### src/rtl/core/ornt_pkg.sv
// ----------------------------------------------------------------------------
// ornt_pkg
// shared widths, constants and control types of the relu neuron trainer
// ----------------------------------------------------------------------------
package ornt_pkg;

  // field widths
  localparam int unsigned FeatW   = 16;
  localparam int unsigned LrW     = 16;
  localparam int unsigned TargetW = 24;
  localparam int unsigned PredW   = 24;
  localparam int unsigned ErrW    = 25;

  // fixed-point formats
  localparam int unsigned FracW   = 16;  // q31.16 fraction bits
  localparam int unsigned WeightW = 48;  // weights, bias, scaled error
  localparam int unsigned SumW    = 56;  // wide dot-product accumulator
  localparam int unsigned ProdW   = 64;  // full 16 x 48 product
  localparam int unsigned HalfW   = 24;  // split point of the 48-bit operand

  // learning rate after reset, about 0.0025 in q0.16
  localparam logic [LrW-1:0] LrReset = LrW'(164);

  // item command
  typedef enum logic {
    CmdTrain   = 1'b0,
    CmdPredict = 1'b1
  } cmd_e;

  // shared multiplier control
  typedef struct packed {
    logic load_lo;  // start a product with the low half of the wide operand
    logic load_hi;  // add the high half partial product
  } mul_ctrl_t;

endpackage

### src/rtl/core/ornt_in_if.sv
// ----------------------------------------------------------------------------
// ornt_in_if
// input channel: one training or prediction item per transaction
// ----------------------------------------------------------------------------
interface ornt_in_if;
  import ornt_pkg::*;

  logic               valid;
  logic               ready;
  logic               command;
  logic [FeatW-1:0]   feature_a;
  logic [FeatW-1:0]   feature_b;
  logic [FeatW-1:0]   feature_c;
  logic [TargetW-1:0] target;

  modport source (
    output valid, command, feature_a, feature_b, feature_c, target,
    input  ready
  );

  modport sink (
    input  valid, command, feature_a, feature_b, feature_c, target,
    output ready
  );

endinterface

### src/rtl/core/ornt_out_if.sv
// ----------------------------------------------------------------------------
// ornt_out_if
// output channel: prediction and error, one transaction per item
// ----------------------------------------------------------------------------
interface ornt_out_if;
  import ornt_pkg::*;

  logic                   valid;
  logic                   ready;
  logic [PredW-1:0]       prediction;
  logic signed [ErrW-1:0] error;

  modport source (
    output valid, prediction, error,
    input  ready
  );

  modport sink (
    input  valid, prediction, error,
    output ready
  );

endinterface

### src/rtl/core/ornt_mul.sv
// ----------------------------------------------------------------------------
// ornt_mul
// shared 16 x 48 signed multiplier, built from two partial products: low half first, then high half
// ----------------------------------------------------------------------------
module ornt_mul (
  input  logic                             clk_i,
  input  ornt_pkg::mul_ctrl_t              ctrl_i,
  input  logic [ornt_pkg::FeatW-1:0]       a_i,
  input  logic signed [ornt_pkg::WeightW-1:0] b_i,
  output logic signed [ornt_pkg::ProdW-1:0]   prod_o
);
  import ornt_pkg::*;

  localparam int unsigned PpW = FeatW + HalfW + 2;

  logic signed [FeatW:0]     a_s;
  logic signed [HalfW:0]     b_s;
  logic signed [PpW-1:0]     pp;
  logic signed [ProdW-1:0]   pp_ext;
  logic signed [ProdW-1:0]   acc_q;
  logic signed [ProdW-1:0]   acc_d;

  assign a_s = $signed({1'b0, a_i});
  // low half is unsigned, high half carries the sign
  assign b_s = ctrl_i.load_hi ? $signed({b_i[WeightW-1], b_i[WeightW-1:HalfW]})
                              : $signed({1'b0, b_i[HalfW-1:0]});
  assign pp     = a_s * b_s;
  assign pp_ext = {{(ProdW-PpW){pp[PpW-1]}}, pp};

  always_comb begin
    acc_d = acc_q;
    if (ctrl_i.load_lo) begin
      acc_d = pp_ext;
    end else if (ctrl_i.load_hi) begin
      acc_d = acc_q + (pp_ext <<< HalfW);
    end
  end

  always_ff @(posedge clk_i) begin
    acc_q <= acc_d;
  end

  assign prod_o = acc_q;

endmodule

### src/rtl/core/online_relu_neuron_trainer.sv
// ----------------------------------------------------------------------------
// online_relu_neuron_trainer
// single relu neuron with online lms weight update on a shared multiplier
// ----------------------------------------------------------------------------
//
//  channel   direction  transaction
//  in_i      sink       command, feature_a..c, target
//  out_o     source     prediction, error
//  cfg       write      step size (cfg_we_i, cfg_wdata_i)
//
//  sequence: a predict item runs the dot product, relu and result; a train item
//  then scales the error by the rate and updates each weight and the bias; every
//  multiply runs two partial products through the one shared multiplier
//  reset: learning rate 164, all weights and bias zero, no pending result
//  stalls: the result sits in an output register, so the next item may be
//  accepted while it waits; the sequencer only holds when a second result
//  is due and the register is still full
//
module online_relu_neuron_trainer #(
  parameter int unsigned NUM_FEATURES = 3
) (
  input  logic                        clk_i,
  input  logic                        rst_ni,
  input  logic                        cfg_we_i,
  input  logic [ornt_pkg::LrW-1:0]    cfg_wdata_i,
  ornt_in_if.sink                     in_i,
  ornt_out_if.source                  out_o
);
  import ornt_pkg::*;

  // feature index, also used as the weight address
  localparam int unsigned IdxW = (NUM_FEATURES > 1) ? $clog2(NUM_FEATURES) : 1;
  localparam logic [IdxW-1:0] LastIdx = IdxW'(NUM_FEATURES - 1);
  localparam int unsigned PredFullW = SumW - FracW;
  localparam int unsigned WideW = SumW + 1;

  typedef enum logic [3:0] {
    StIdle,
    StDotLo,
    StDotHi,
    StDotAcc,
    StRelu,
    StResult,
    StRateLo,
    StRateHi,
    StRateAcc,
    StUpdLo,
    StUpdHi,
    StUpdAcc,
    StBias
  } state_e;

  // saturate a wide signed value to the 48-bit weight range
  function automatic logic signed [WeightW-1:0] sat_w(input logic signed [WideW-1:0] v);
    logic signed [WeightW-1:0] r;
    if ((&v[WideW-1:WeightW-1]) || !(|v[WideW-1:WeightW-1])) begin
      r = v[WeightW-1:0];
    end else if (v[WideW-1]) begin
      r = {1'b1, {(WeightW-1){1'b0}}};
    end else begin
      r = {1'b0, {(WeightW-1){1'b1}}};
    end
    return r;
  endfunction

  state_e                    state_q;
  logic [IdxW-1:0]           idx_q;
  logic [LrW-1:0]            lr_q;

  // item held for the whole sequence
  logic                      cmd_q;
  logic [FeatW-1:0]          fa_q;
  logic [FeatW-1:0]          fb_q;
  logic [FeatW-1:0]          fc_q;
  logic [TargetW-1:0]        target_q;

  // neuron state
  logic signed [WeightW-1:0] weight_q [NUM_FEATURES];
  logic signed [WeightW-1:0] bias_q;

  // working registers
  logic signed [SumW-1:0]    sum_q;
  logic signed [WeightW-1:0] e16_q;
  logic signed [WeightW-1:0] re_q;

  // output register
  logic                      out_valid_q;
  logic [PredW-1:0]          pred_q;
  logic signed [ErrW-1:0]    err_q;

  // shared multiplier
  mul_ctrl_t                 mul_ctrl;
  logic [FeatW-1:0]          mul_a;
  logic signed [WeightW-1:0] mul_b;
  logic signed [ProdW-1:0]   prod;
  logic signed [WeightW-1:0] prod_sh;

  logic [FeatW-1:0]          feat_cur;
  logic signed [WeightW-1:0] weight_cur;
  logic signed [SumW-1:0]    relu_d;
  logic [PredFullW-1:0]      pred_full;
  logic [PredW-1:0]          pred_d;
  logic signed [ErrW-1:0]    err_d;
  logic signed [WideW-1:0]   e16_full;
  logic signed [WeightW-1:0] e16_d;
  logic signed [WeightW-1:0] weight_d;
  logic signed [WeightW-1:0] bias_d;
  logic                      in_fire;
  logic                      out_free;
  logic                      res_load;

  assign in_fire  = in_i.valid && in_i.ready;
  assign out_free = !out_valid_q || out_o.ready;
  assign res_load = (state_q == StResult) && out_free;

  // features past the third one read as zero
  always_comb begin
    feat_cur = '0;
    if (32'(idx_q) == 32'd0) begin
      feat_cur = fa_q;
    end else if (32'(idx_q) == 32'd1) begin
      feat_cur = fb_q;
    end else if (32'(idx_q) == 32'd2) begin
      feat_cur = fc_q;
    end
  end

  assign weight_cur = weight_q[idx_q];

  // operand routing into the shared unit
  always_comb begin
    mul_ctrl.load_lo = (state_q == StDotLo) || (state_q == StRateLo) ||
                       (state_q == StUpdLo);
    mul_ctrl.load_hi = (state_q == StDotHi) || (state_q == StRateHi) ||
                       (state_q == StUpdHi);
    if ((state_q == StRateLo) || (state_q == StRateHi)) begin
      mul_a = lr_q;
      mul_b = e16_q;
    end else if ((state_q == StDotLo) || (state_q == StDotHi)) begin
      mul_a = feat_cur;
      mul_b = weight_cur;
    end else begin
      mul_a = feat_cur;
      mul_b = re_q;
    end
  end

  ornt_mul u_mul (
    .clk_i  (clk_i),
    .ctrl_i (mul_ctrl),
    .a_i    (mul_a),
    .b_i    (mul_b),
    .prod_o (prod)
  );

  // floor of product / 2^16, the magnitude always stays inside 48 bits
  assign prod_sh = prod[WeightW+FracW-1:FracW];

  // relu, then integer prediction saturated at the top of its range
  assign relu_d    = sum_q[SumW-1] ? '0 : sum_q;
  assign pred_full = sum_q[SumW-1:FracW];
  assign pred_d    = (|pred_full[PredFullW-1:PredW]) ? '1 : pred_full[PredW-1:0];
  // both operands are unsigned 24 bit, so the difference always fits
  assign err_d     = $signed({1'b0, target_q}) - $signed({1'b0, pred_d});

  // scaled error for the update: target in q.16 minus the relu sum
  assign e16_full = $signed({{(WideW-TargetW-FracW){1'b0}}, target_q, {FracW{1'b0}}}) -
                    $signed({sum_q[SumW-1], sum_q});
  assign e16_d    = sat_w(e16_full);

  assign weight_d = sat_w({{(WideW-WeightW){weight_cur[WeightW-1]}}, weight_cur} +
                          {{(WideW-WeightW){prod_sh[WeightW-1]}}, prod_sh});
  assign bias_d   = sat_w({{(WideW-WeightW){bias_q[WeightW-1]}}, bias_q} +
                          {{(WideW-WeightW){re_q[WeightW-1]}}, re_q});

  always_ff @(posedge clk_i or negedge rst_ni) begin
    if (!rst_ni) begin
      state_q     <= StIdle;
      idx_q       <= '0;
      lr_q        <= LrReset;
      cmd_q       <= 1'b0;
      fa_q        <= '0;
      fb_q        <= '0;
      fc_q        <= '0;
      target_q    <= '0;
      for (int i = 0; i < NUM_FEATURES; i++) begin
        weight_q[i] <= '0;
      end
      bias_q      <= '0;
      sum_q       <= '0;
      e16_q       <= '0;
      re_q        <= '0;
      out_valid_q <= 1'b0;
      pred_q      <= '0;
      err_q       <= '0;
    end else begin
      if (cfg_we_i) begin
        lr_q <= cfg_wdata_i;
      end

      // a new result replaces one taken downstream in the same cycle
      if (res_load) begin
        out_valid_q <= 1'b1;
      end else if (out_o.ready) begin
        out_valid_q <= 1'b0;
      end

      case (state_q)
        StIdle: begin
          if (in_fire) begin
            cmd_q    <= in_i.command;
            fa_q     <= in_i.feature_a;
            fb_q     <= in_i.feature_b;
            fc_q     <= in_i.feature_c;
            target_q <= in_i.target;
            sum_q    <= {{(SumW-WeightW){bias_q[WeightW-1]}}, bias_q};
            idx_q    <= '0;
            state_q  <= StDotLo;
          end
        end
        StDotLo: begin
          state_q <= StDotHi;
        end
        StDotHi: begin
          state_q <= StDotAcc;
        end
        StDotAcc: begin
          sum_q <= sum_q + {{(SumW-WeightW){prod_sh[WeightW-1]}}, prod_sh};
          if (idx_q == LastIdx) begin
            state_q <= StRelu;
          end else begin
            idx_q   <= idx_q + IdxW'(1);
            state_q <= StDotLo;
          end
        end
        StRelu: begin
          sum_q   <= relu_d;
          state_q <= StResult;
        end
        StResult: begin
          // hold here while the previous result still waits
          if (out_free) begin
            pred_q      <= pred_d;
            err_q       <= err_d;
            e16_q       <= e16_d;
            if (cmd_q == CmdPredict) begin
              state_q <= StIdle;
            end else begin
              state_q <= StRateLo;
            end
          end
        end
        StRateLo: begin
          state_q <= StRateHi;
        end
        StRateHi: begin
          state_q <= StRateAcc;
        end
        StRateAcc: begin
          re_q    <= prod_sh;
          idx_q   <= '0;
          state_q <= StUpdLo;
        end
        StUpdLo: begin
          state_q <= StUpdHi;
        end
        StUpdHi: begin
          state_q <= StUpdAcc;
        end
        StUpdAcc: begin
          weight_q[idx_q] <= weight_d;
          if (idx_q == LastIdx) begin
            state_q <= StBias;
          end else begin
            idx_q   <= idx_q + IdxW'(1);
            state_q <= StUpdLo;
          end
        end
        StBias: begin
          bias_q  <= bias_d;
          state_q <= StIdle;
        end
        default: begin
          state_q <= StIdle;
        end
      endcase
    end
  end

  assign in_i.ready       = (state_q == StIdle);
  assign out_o.valid      = out_valid_q;
  assign out_o.prediction = pred_q;
  assign out_o.error      = err_q;

endmodule
### src/flat_wrapper.sv
// flat-port wrapper written by rule: the top's interface ports become plain ports
module online_relu_neuron_trainer_flat import ornt_pkg::*;
#(
  parameter int unsigned NUM_FEATURES = 3
)
  (clk_i, rst_ni, cfg_we_i, cfg_wdata_i, in_i_valid, in_i_command, in_i_feature_a, in_i_feature_b, in_i_feature_c, in_i_target, in_i_ready, out_o_valid, out_o_prediction, out_o_error, out_o_ready);
  ornt_in_if in_i_i ();
  ornt_out_if out_o_i ();
  input  logic clk_i;
  input  logic rst_ni;
  input  logic cfg_we_i;
  input  logic [ornt_pkg::LrW-1:0] cfg_wdata_i;
  input wire logic [$bits(in_i_i.valid)-1:0] in_i_valid;
  input wire logic [$bits(in_i_i.command)-1:0] in_i_command;
  input wire logic [$bits(in_i_i.feature_a)-1:0] in_i_feature_a;
  input wire logic [$bits(in_i_i.feature_b)-1:0] in_i_feature_b;
  input wire logic [$bits(in_i_i.feature_c)-1:0] in_i_feature_c;
  input wire logic [$bits(in_i_i.target)-1:0] in_i_target;
  output wire logic [$bits(in_i_i.ready)-1:0] in_i_ready;
  output wire logic [$bits(out_o_i.valid)-1:0] out_o_valid;
  output wire logic [$bits(out_o_i.prediction)-1:0] out_o_prediction;
  output wire logic [$bits(out_o_i.error)-1:0] out_o_error;
  input wire logic [$bits(out_o_i.ready)-1:0] out_o_ready;
  assign in_i_i.valid = in_i_valid;
  assign in_i_i.command = in_i_command;
  assign in_i_i.feature_a = in_i_feature_a;
  assign in_i_i.feature_b = in_i_feature_b;
  assign in_i_i.feature_c = in_i_feature_c;
  assign in_i_i.target = in_i_target;
  assign in_i_ready = in_i_i.ready;
  assign out_o_valid = out_o_i.valid;
  assign out_o_prediction = out_o_i.prediction;
  assign out_o_error = out_o_i.error;
  assign out_o_i.ready = out_o_ready;
  online_relu_neuron_trainer #(.NUM_FEATURES(NUM_FEATURES)) u_core (.clk_i(clk_i), .rst_ni(rst_ni), .cfg_we_i(cfg_we_i), .cfg_wdata_i(cfg_wdata_i), .in_i(in_i_i), .out_o(out_o_i));
endmodule
### config.mk
export PLATFORM = sky130hd
export DESIGN_NAME = online_relu_neuron_trainer_flat
export DESIGN_NICKNAME = d
export VERILOG_FILES = /design/src/rtl/core/ornt_pkg.sv /design/src/rtl/core/ornt_in_if.sv /design/src/rtl/core/ornt_out_if.sv /design/src/rtl/core/ornt_mul.sv /design/src/rtl/core/online_relu_neuron_trainer.sv /design/src/flat_wrapper.sv
export SDC_FILE = /design/constraint.sdc
export NUM_CORES = 2
export LEC_CHECK = 0
export BUFFER_PORTS_ARGS = -buffer_cell sky130_fd_sc_hd__buf_2
export CAP_MARGIN = 30
export CORE_AREA = 3 3 284 286
export DETAILED_ROUTE_END_ITERATION = 16
export DIE_AREA = 0 0 287 289
export GPL_TIMING_DRIVEN = 0
export PLACE_DENSITY_LB_ADDON = 0.15
export SYNTH_ARGS = -nofsm -noshare
export SYNTH_HDL_FRONTEND = slang
export SYNTH_SLANG_ARGS = --single-unit
### constraint.sdc
create_clock -name clk_i -period 23.5 [get_ports clk_i]
set_input_delay 4.7 -clock clk_i [delete_from_list [all_inputs] [get_ports clk_i]]
set_output_delay 4.7 -clock clk_i [all_outputs]
set_load 0.01 [all_outputs]
Word level (Yosys, flattened, before mapping)
Cells that the tools add are included.

cells by class
  add/sub/neg operators = 7
  multiply operators = 1
  div/mod/pow operators = 0
  order comparisons = 2
  eq/ne operators = 18
  shift-type cells = 0
  multiplexer cells = 36
  bitwise gates (word level) = 1
  reduce and logical (&&, ||, !) cells = 37

operators with widths
  cell                  count
  $mux W48              11
  $pmux W56 S3          1
  $bwmux W144           1
  $mux W64              2
  $add A48 B48 Y49      2
  $bmux W48 S2          1
  $demux W48 S2         1
  $add A64 B64 Y64      1
  $mux W16              4
  $sub A41 B56 Y57      1
  $add A56 B56 Y56      1
  $mux W56              1
  $mux W55              1
  $pmux W4 S12          1
  $mul A17 B25 Y42      1
  $reduce_and A10 Y1    3
  $reduce_or A10 Y1     3
  $mux W25              1
  $sub A24 B24 Y25      1
  $mux W24              1
  $eq A4 B4 Y1 const B  5
  $eq A4 B3 Y1 const B  4
  $reduce_or A16 Y1     1
  $logic_or A1 B1 Y1    10
  other kinds (24)      43

word-level totals
  register bits = 553
  latch bits = 0
  bits in writable memories = 0
  bits in read-only memories = 0
  input bits = 94
  output and inout bits = 51
  word-level logic and storage cells = 122
  memories kept = 0

Depth between registers and ports, before layout
  depth in word-level cells = 11
  depth in mapped cells = 46
  depth with buffers taken out = 41

Cells and area by module
A second synthesis with hierarchy kept.

second synthesis, totals
  cells, all modules = 5810
  area, all modules = 52489.1 um^2

modules (own cells, without submodules)
  module                      instances  cells an instance  area an instance (um^2)  seq. area each (um^2)
  online_relu_neuron_trainer  1          3680               33080.5                  12240.5
  ornt_mul                    1          2130               19408.6                  1921.8

Worst setup path after synthesis
Ideal clock, no wire load.

  path type = flip-flop to flip-flop
  from = reg u_core.idx_q[1]
  to = reg u_core.u_mul.acc_q[63] (netlist: u_core.u_mul.prod_o[63]) (data pin)
  setup time = 255 ps
  arrival time = 10231 ps
  required time = 23245 ps
  path slack = 13014 ps
  cell stages (with the launch flop) = 45
  path buffers = 6
  clock period less this slack = 10486 ps
  cell sequence = dfrtp_1 clkbuf_1 buf_1 buf_1 inv_1 ha_1 clkbuf_1 clkbuf_1 a21oi_1 nor2_1 a21oi_1 nor2_1 a21oi_1 clkbuf_1 nor2_1 fa_1 inv_1 fa_1 (+9 left out) a21o_1 a21o_1 a21oi_1 a21oi_1 or3_1 a21oi_1 xnor2_1 ha_1 o21a_1 o21ai_0 a31oi_1 or2_2 o21ai_0 a2111oi_0 o21ba_2 a211oi_1 xor2_1 a21bo_2

on the way
  cells in the longest elaborated chain, start to end = 11
  elaborated cells on any way between the ends = 18
  classes of those cells = add/sub: 1; mul: 1; eq/ne: 2; mux: 12; bitwise: 1; reduce/logical: 1

RTL lines
  element                                       line                               RTL
  start, declared                               online_relu_neuron_trainer.sv:67   logic [IdxW-1:0] idx_q;
  start signal, assigned                        online_relu_neuron_trainer.sv:232  idx_q <= idx_q + IdxW'(1);
  start signal, assigned                        online_relu_neuron_trainer.sv:275  idx_q <= idx_q + IdxW'(1);
  $not A2 Y3 (implied by the code)              online_relu_neuron_trainer.sv:128  assign weight_cur = weight_q[idx_q];
  $bmux W48 S2                                  online_relu_neuron_trainer.sv:128
  $mux W48 (implied by the code) (2 in series)  online_relu_neuron_trainer.sv:128
  $mux W48                                      online_relu_neuron_trainer.sv:139  end else if ((state_q == StDotLo) || (state_q == StDotHi)) begin
  $mux W48                                      online_relu_neuron_trainer.sv:136  if ((state_q == StRateLo) || (state_q == StRateHi)) begin
  $mux W25                                      ornt_mul.sv:25                     assign b_s = ctrl_i.load_hi ? $signed({b_i[WeightW-1], b_i[WeightW-1:HalfW]})
  $mul A17 B25 Y42 (*)                          ornt_mul.sv:27                     assign pp = a_s * b_s;
  $add A64 B64 Y64                              ornt_mul.sv:35                     acc_d = acc_q + (pp_ext <<< HalfW);
  $mux W64                                      ornt_mul.sv:34                     end else if (ctrl_i.load_hi) begin
  $mux W64 (*)                                  ornt_mul.sv:32                     if (ctrl_i.load_lo) begin
  named net u_core.u_mul.acc_d[63]              ornt_mul.sv:21                     logic signed [ProdW-1:0] acc_d;
  end signal, assigned                          ornt_mul.sv:40                     acc_q <= acc_d;
  end, declared                                 ornt_mul.sv:20                     logic signed [ProdW-1:0] acc_q;

The timed path passes the listed nets; every way through them passes the cells marked *. The select of a mux whose other input is x is not followed.
A chain may end at the register's enable or synchronous reset.

Worst setup path after layout
Same ends and word-level chain as after synthesis.

==> out/summary.md <==
The run finished with clean final reports. The share of the clock period used by the worst path after layout is 0.602. The fraction of registers with async set/reset was 0.911; the shortest clock period the worst path allows after layout was 14.15 ns. The logs give 6818 for the final layout net count and 0.221 for the tightest slew margin relative to the limit. The Yosys step of the flow raised 0 warnings. Synthesis produced 5726 cells. The wire length of the first global-routing pass was 270 mm.

Cell type with the highest occurrence count on the critical path: fa_1. The max-cap check violation count came out at 0. The vias per cell works out to 6.45.

The logs give 14.53 ns for the critical path arrival and 0.0784 ns for the clock skew. For the standard-cell row count, the log shows 103. The most used flip-flop cell after synthesis is dfrtp_1.

The later-pin clock latency in the skew report is 0.68 ns, and the post-detailed-placement half-perimeter wirelength is 146 mm. By area the synthesized netlist is led by dfrtp_1, fa_1, ha_1, nand2_1, inv_1. The first routing iteration left 5387 violations. The number of flops mapped to enable cells by yosys is 48.

Global routing finished with a remaining overflow of 0. The number of distinct library cell variants in the gate-level netlist after synthesis came out at 80. In this run the vertical extent of the chip is 289 um. The tools report the total wire length as 181 mm.

The worst hold path belongs to the class flip-flop to flip-flop. After clock tree synthesis, the clock-pin slew on the worst setup and hold paths is 0.06 ns. The number of nets in the synthesized netlist is 6570. The leading area contributor after synthesis is dfrtp_1.

STA classifies the critical path startpoint as a flip-flop. The area share of the largest cell type after synthesis was 0.240. Maximum frequency from static timing analysis: 0.0707 GHz. For the first-pass detailed-route iteration total, the log shows 8. The global routing usage summed across all routing layers is 0.435, and the total negative slack is 0 ns. The floorplan step set the die width to 287 um.

The maximum buffer depth of the clock tree is 3. The tools report the clock sink count as 537. The floorplan step defined a core boundary enclosing 78600 um^2. The detail route stage leaves a number of antenna-violating nets equal to 0.

Synthesis inferred 537 register bits. The largest net degree at the start of global routing is 130. The most frequent standard cell in the layout excluding fill and tap cells is nand2_1. The critical path class was flip-flop to flip-flop. The endpoint required time on the critical path is 23.88 ns, and the quantity of I/O buffers inserted on ports is 143. Buffers inserted to repair hold after CTS numbered 0. Library cell used as clock root buffer: clkbuf_16. For the number of global-route vias before repair, the log shows 44.2k. The number of clock buffers added by TritonCTS is 60. The mapped netlist covers 50700 um^2.

Setup violations remaining at the end of the flow were counted as 0. Setup repair after global routing left no endpoint under its margin. The logs give 2 for the number of levels in the clock H-tree and 0 for the DRC violations left. The initial standard-cell utilization of the core is 0.645. On the critical path, the stage with the largest delay is an instance of buf_1.

The post-synthesis sequential area ratio is 0.270, and the average footprint of a synthesized cell is 8.86 um^2. The share of final-layout standard cells stronger than drive strength 1 is 0.0928, and the count of final hold-check violations is 0. STA classifies the critical path endpoint as a flip-flop. In this run the worst path has a maximum fanout of 10. The post-synthesis to final-layout area growth was 9.28%; the buffer and inverter count on the worst path was 12. The run gives 82900 um^2 as the area of the die. The run gives 0 as the total count of max-transition violations in the final report. Post-cts resize count: 0. The number of antenna violations at the first check in global routing is 16. The top cell types in the final layout, fill and taps aside, are nand2_1, inv_1, dfrtp_1.

The tools report the number of buffers added for setup after CTS as 0. The number of I/O pins came out at 145. Grouping stages by cell kind, the critical path spends the most delay in adder cells. In the final routed layout, each cell accounts on average for 25.5 um. Routability-driven placement finished with a final weighted congestion of 1.03.

The actual slew at the worst max-slew pin is 1.17 ns, and the vias after detailed routing is 45.7k. The delay contributed by the slowest stage of the critical path was 0.82 ns. TritonCTS built the clock tree.
kinds of logic after synthesis:
group | after synthesis | share of synthesized area
AOI/OAI and AO/OA | 1400 | 0.171
xor gates and xnor gates | 270 | 0.0466
adders and majority gates | 756 | 0.245
buffers and inverters | 855 | 0.0648
DFF | 537 | 0.270
muxes | 259 | 0.0606
and+or+nand+nor | 1649 | 0.143
state kept, by name, indices dropped and copies added (netlist names), 25 cells and up:
register,cells
u_core.bias_q,48
u_core.u_mul.prod_o,48
u_core.out_o.error,25
u_core.re_q,48
u_core.weight_q,144
u_core.e16_q,48
u_core.sum_q,56
synthesized netlist by cell type, types with 80 or more instances:
master / count
mux2i_1: 80
ha_1: 354
nor2_1: 481
dfrtp_1: 486
nor2b_1: 94
mux2_2: 156
fa_1: 396
o21ai_0: 431
xnor2_1: 172
xor2_1: 98
a21oi_1: 384
inv_1: 600
clkbuf_1: 215
a21o_1: 181
nand2_1: 729
layer usage:
layer  GRT usage  routed length (um)
met2       0.636               76300
met5           0                  55
met3       0.126               23200
met4       0.227               11100
met1       0.590               70300
area by class of cell:
class | count | area [um^2]
diodes | 10 | 25.0
plain buffers | 255 | 1040
clock buffers | 83 | 1730
clock inverters | 29 | 483
fillers | 6175 | 23200
inverters | 600 | 2250
multi-input cells | 4334 | 33800
flip-flops and latches | 537 | 13700
well taps | 1050 | 1310
repair buffers | 186 | 1150
through the flow:
step           hold WS [ns]   util  setup slack (ns)  area, um^2  std cells
4_1_cts               0.472  0.704              9.76       55300       7066
5_1_grt               0.494  0.705              8.89       55400       7076
2_1_floorplan         0.449      -             13.01       50700       5726
3_3_place_gp          0.449  0.671              7.68       52800       6919
6_report              0.468  0.705              9.35       55400       7084
3_5_place_dp          0.458  0.676              9.86       53100       6954
tightest hold or removal path: stages, from the launching register on:
cell,delay [ns]
dfrtp_1,0.34
nand2_1,0.05
nand2_1,0.05
path summary, 6_finish.rpt:
| path | start | endpoint | slack, ns | cells after the start |
|---|---|---|---|---|
| worst max-delay path | u_core.idx_q[1] | u_core.u_mul.prod_o[63] | 9.35 | 45 |
| worst min-delay path | u_core.out_o.error[12] | u_core.out_o.error[12] | 0.47 | 2 |
| worst max register to register | u_core.idx_q[1] | u_core.u_mul.prod_o[63] | 9.35 | 45 |
| worst min register to register | u_core.out_o.error[12] | u_core.out_o.error[12] | 0.47 | 2 |
| max in group asynchronous | rst_ni | u_core.bias_q[43] | 18.06 | 3 |
| min in group asynchronous | rst_ni | u_core.fc_q[4] | 3.97 | 1 |
Power is left out: the tool's default activity adds up to more than one toggle a clock period on the data nets, which glitch-free logic cannot reach.
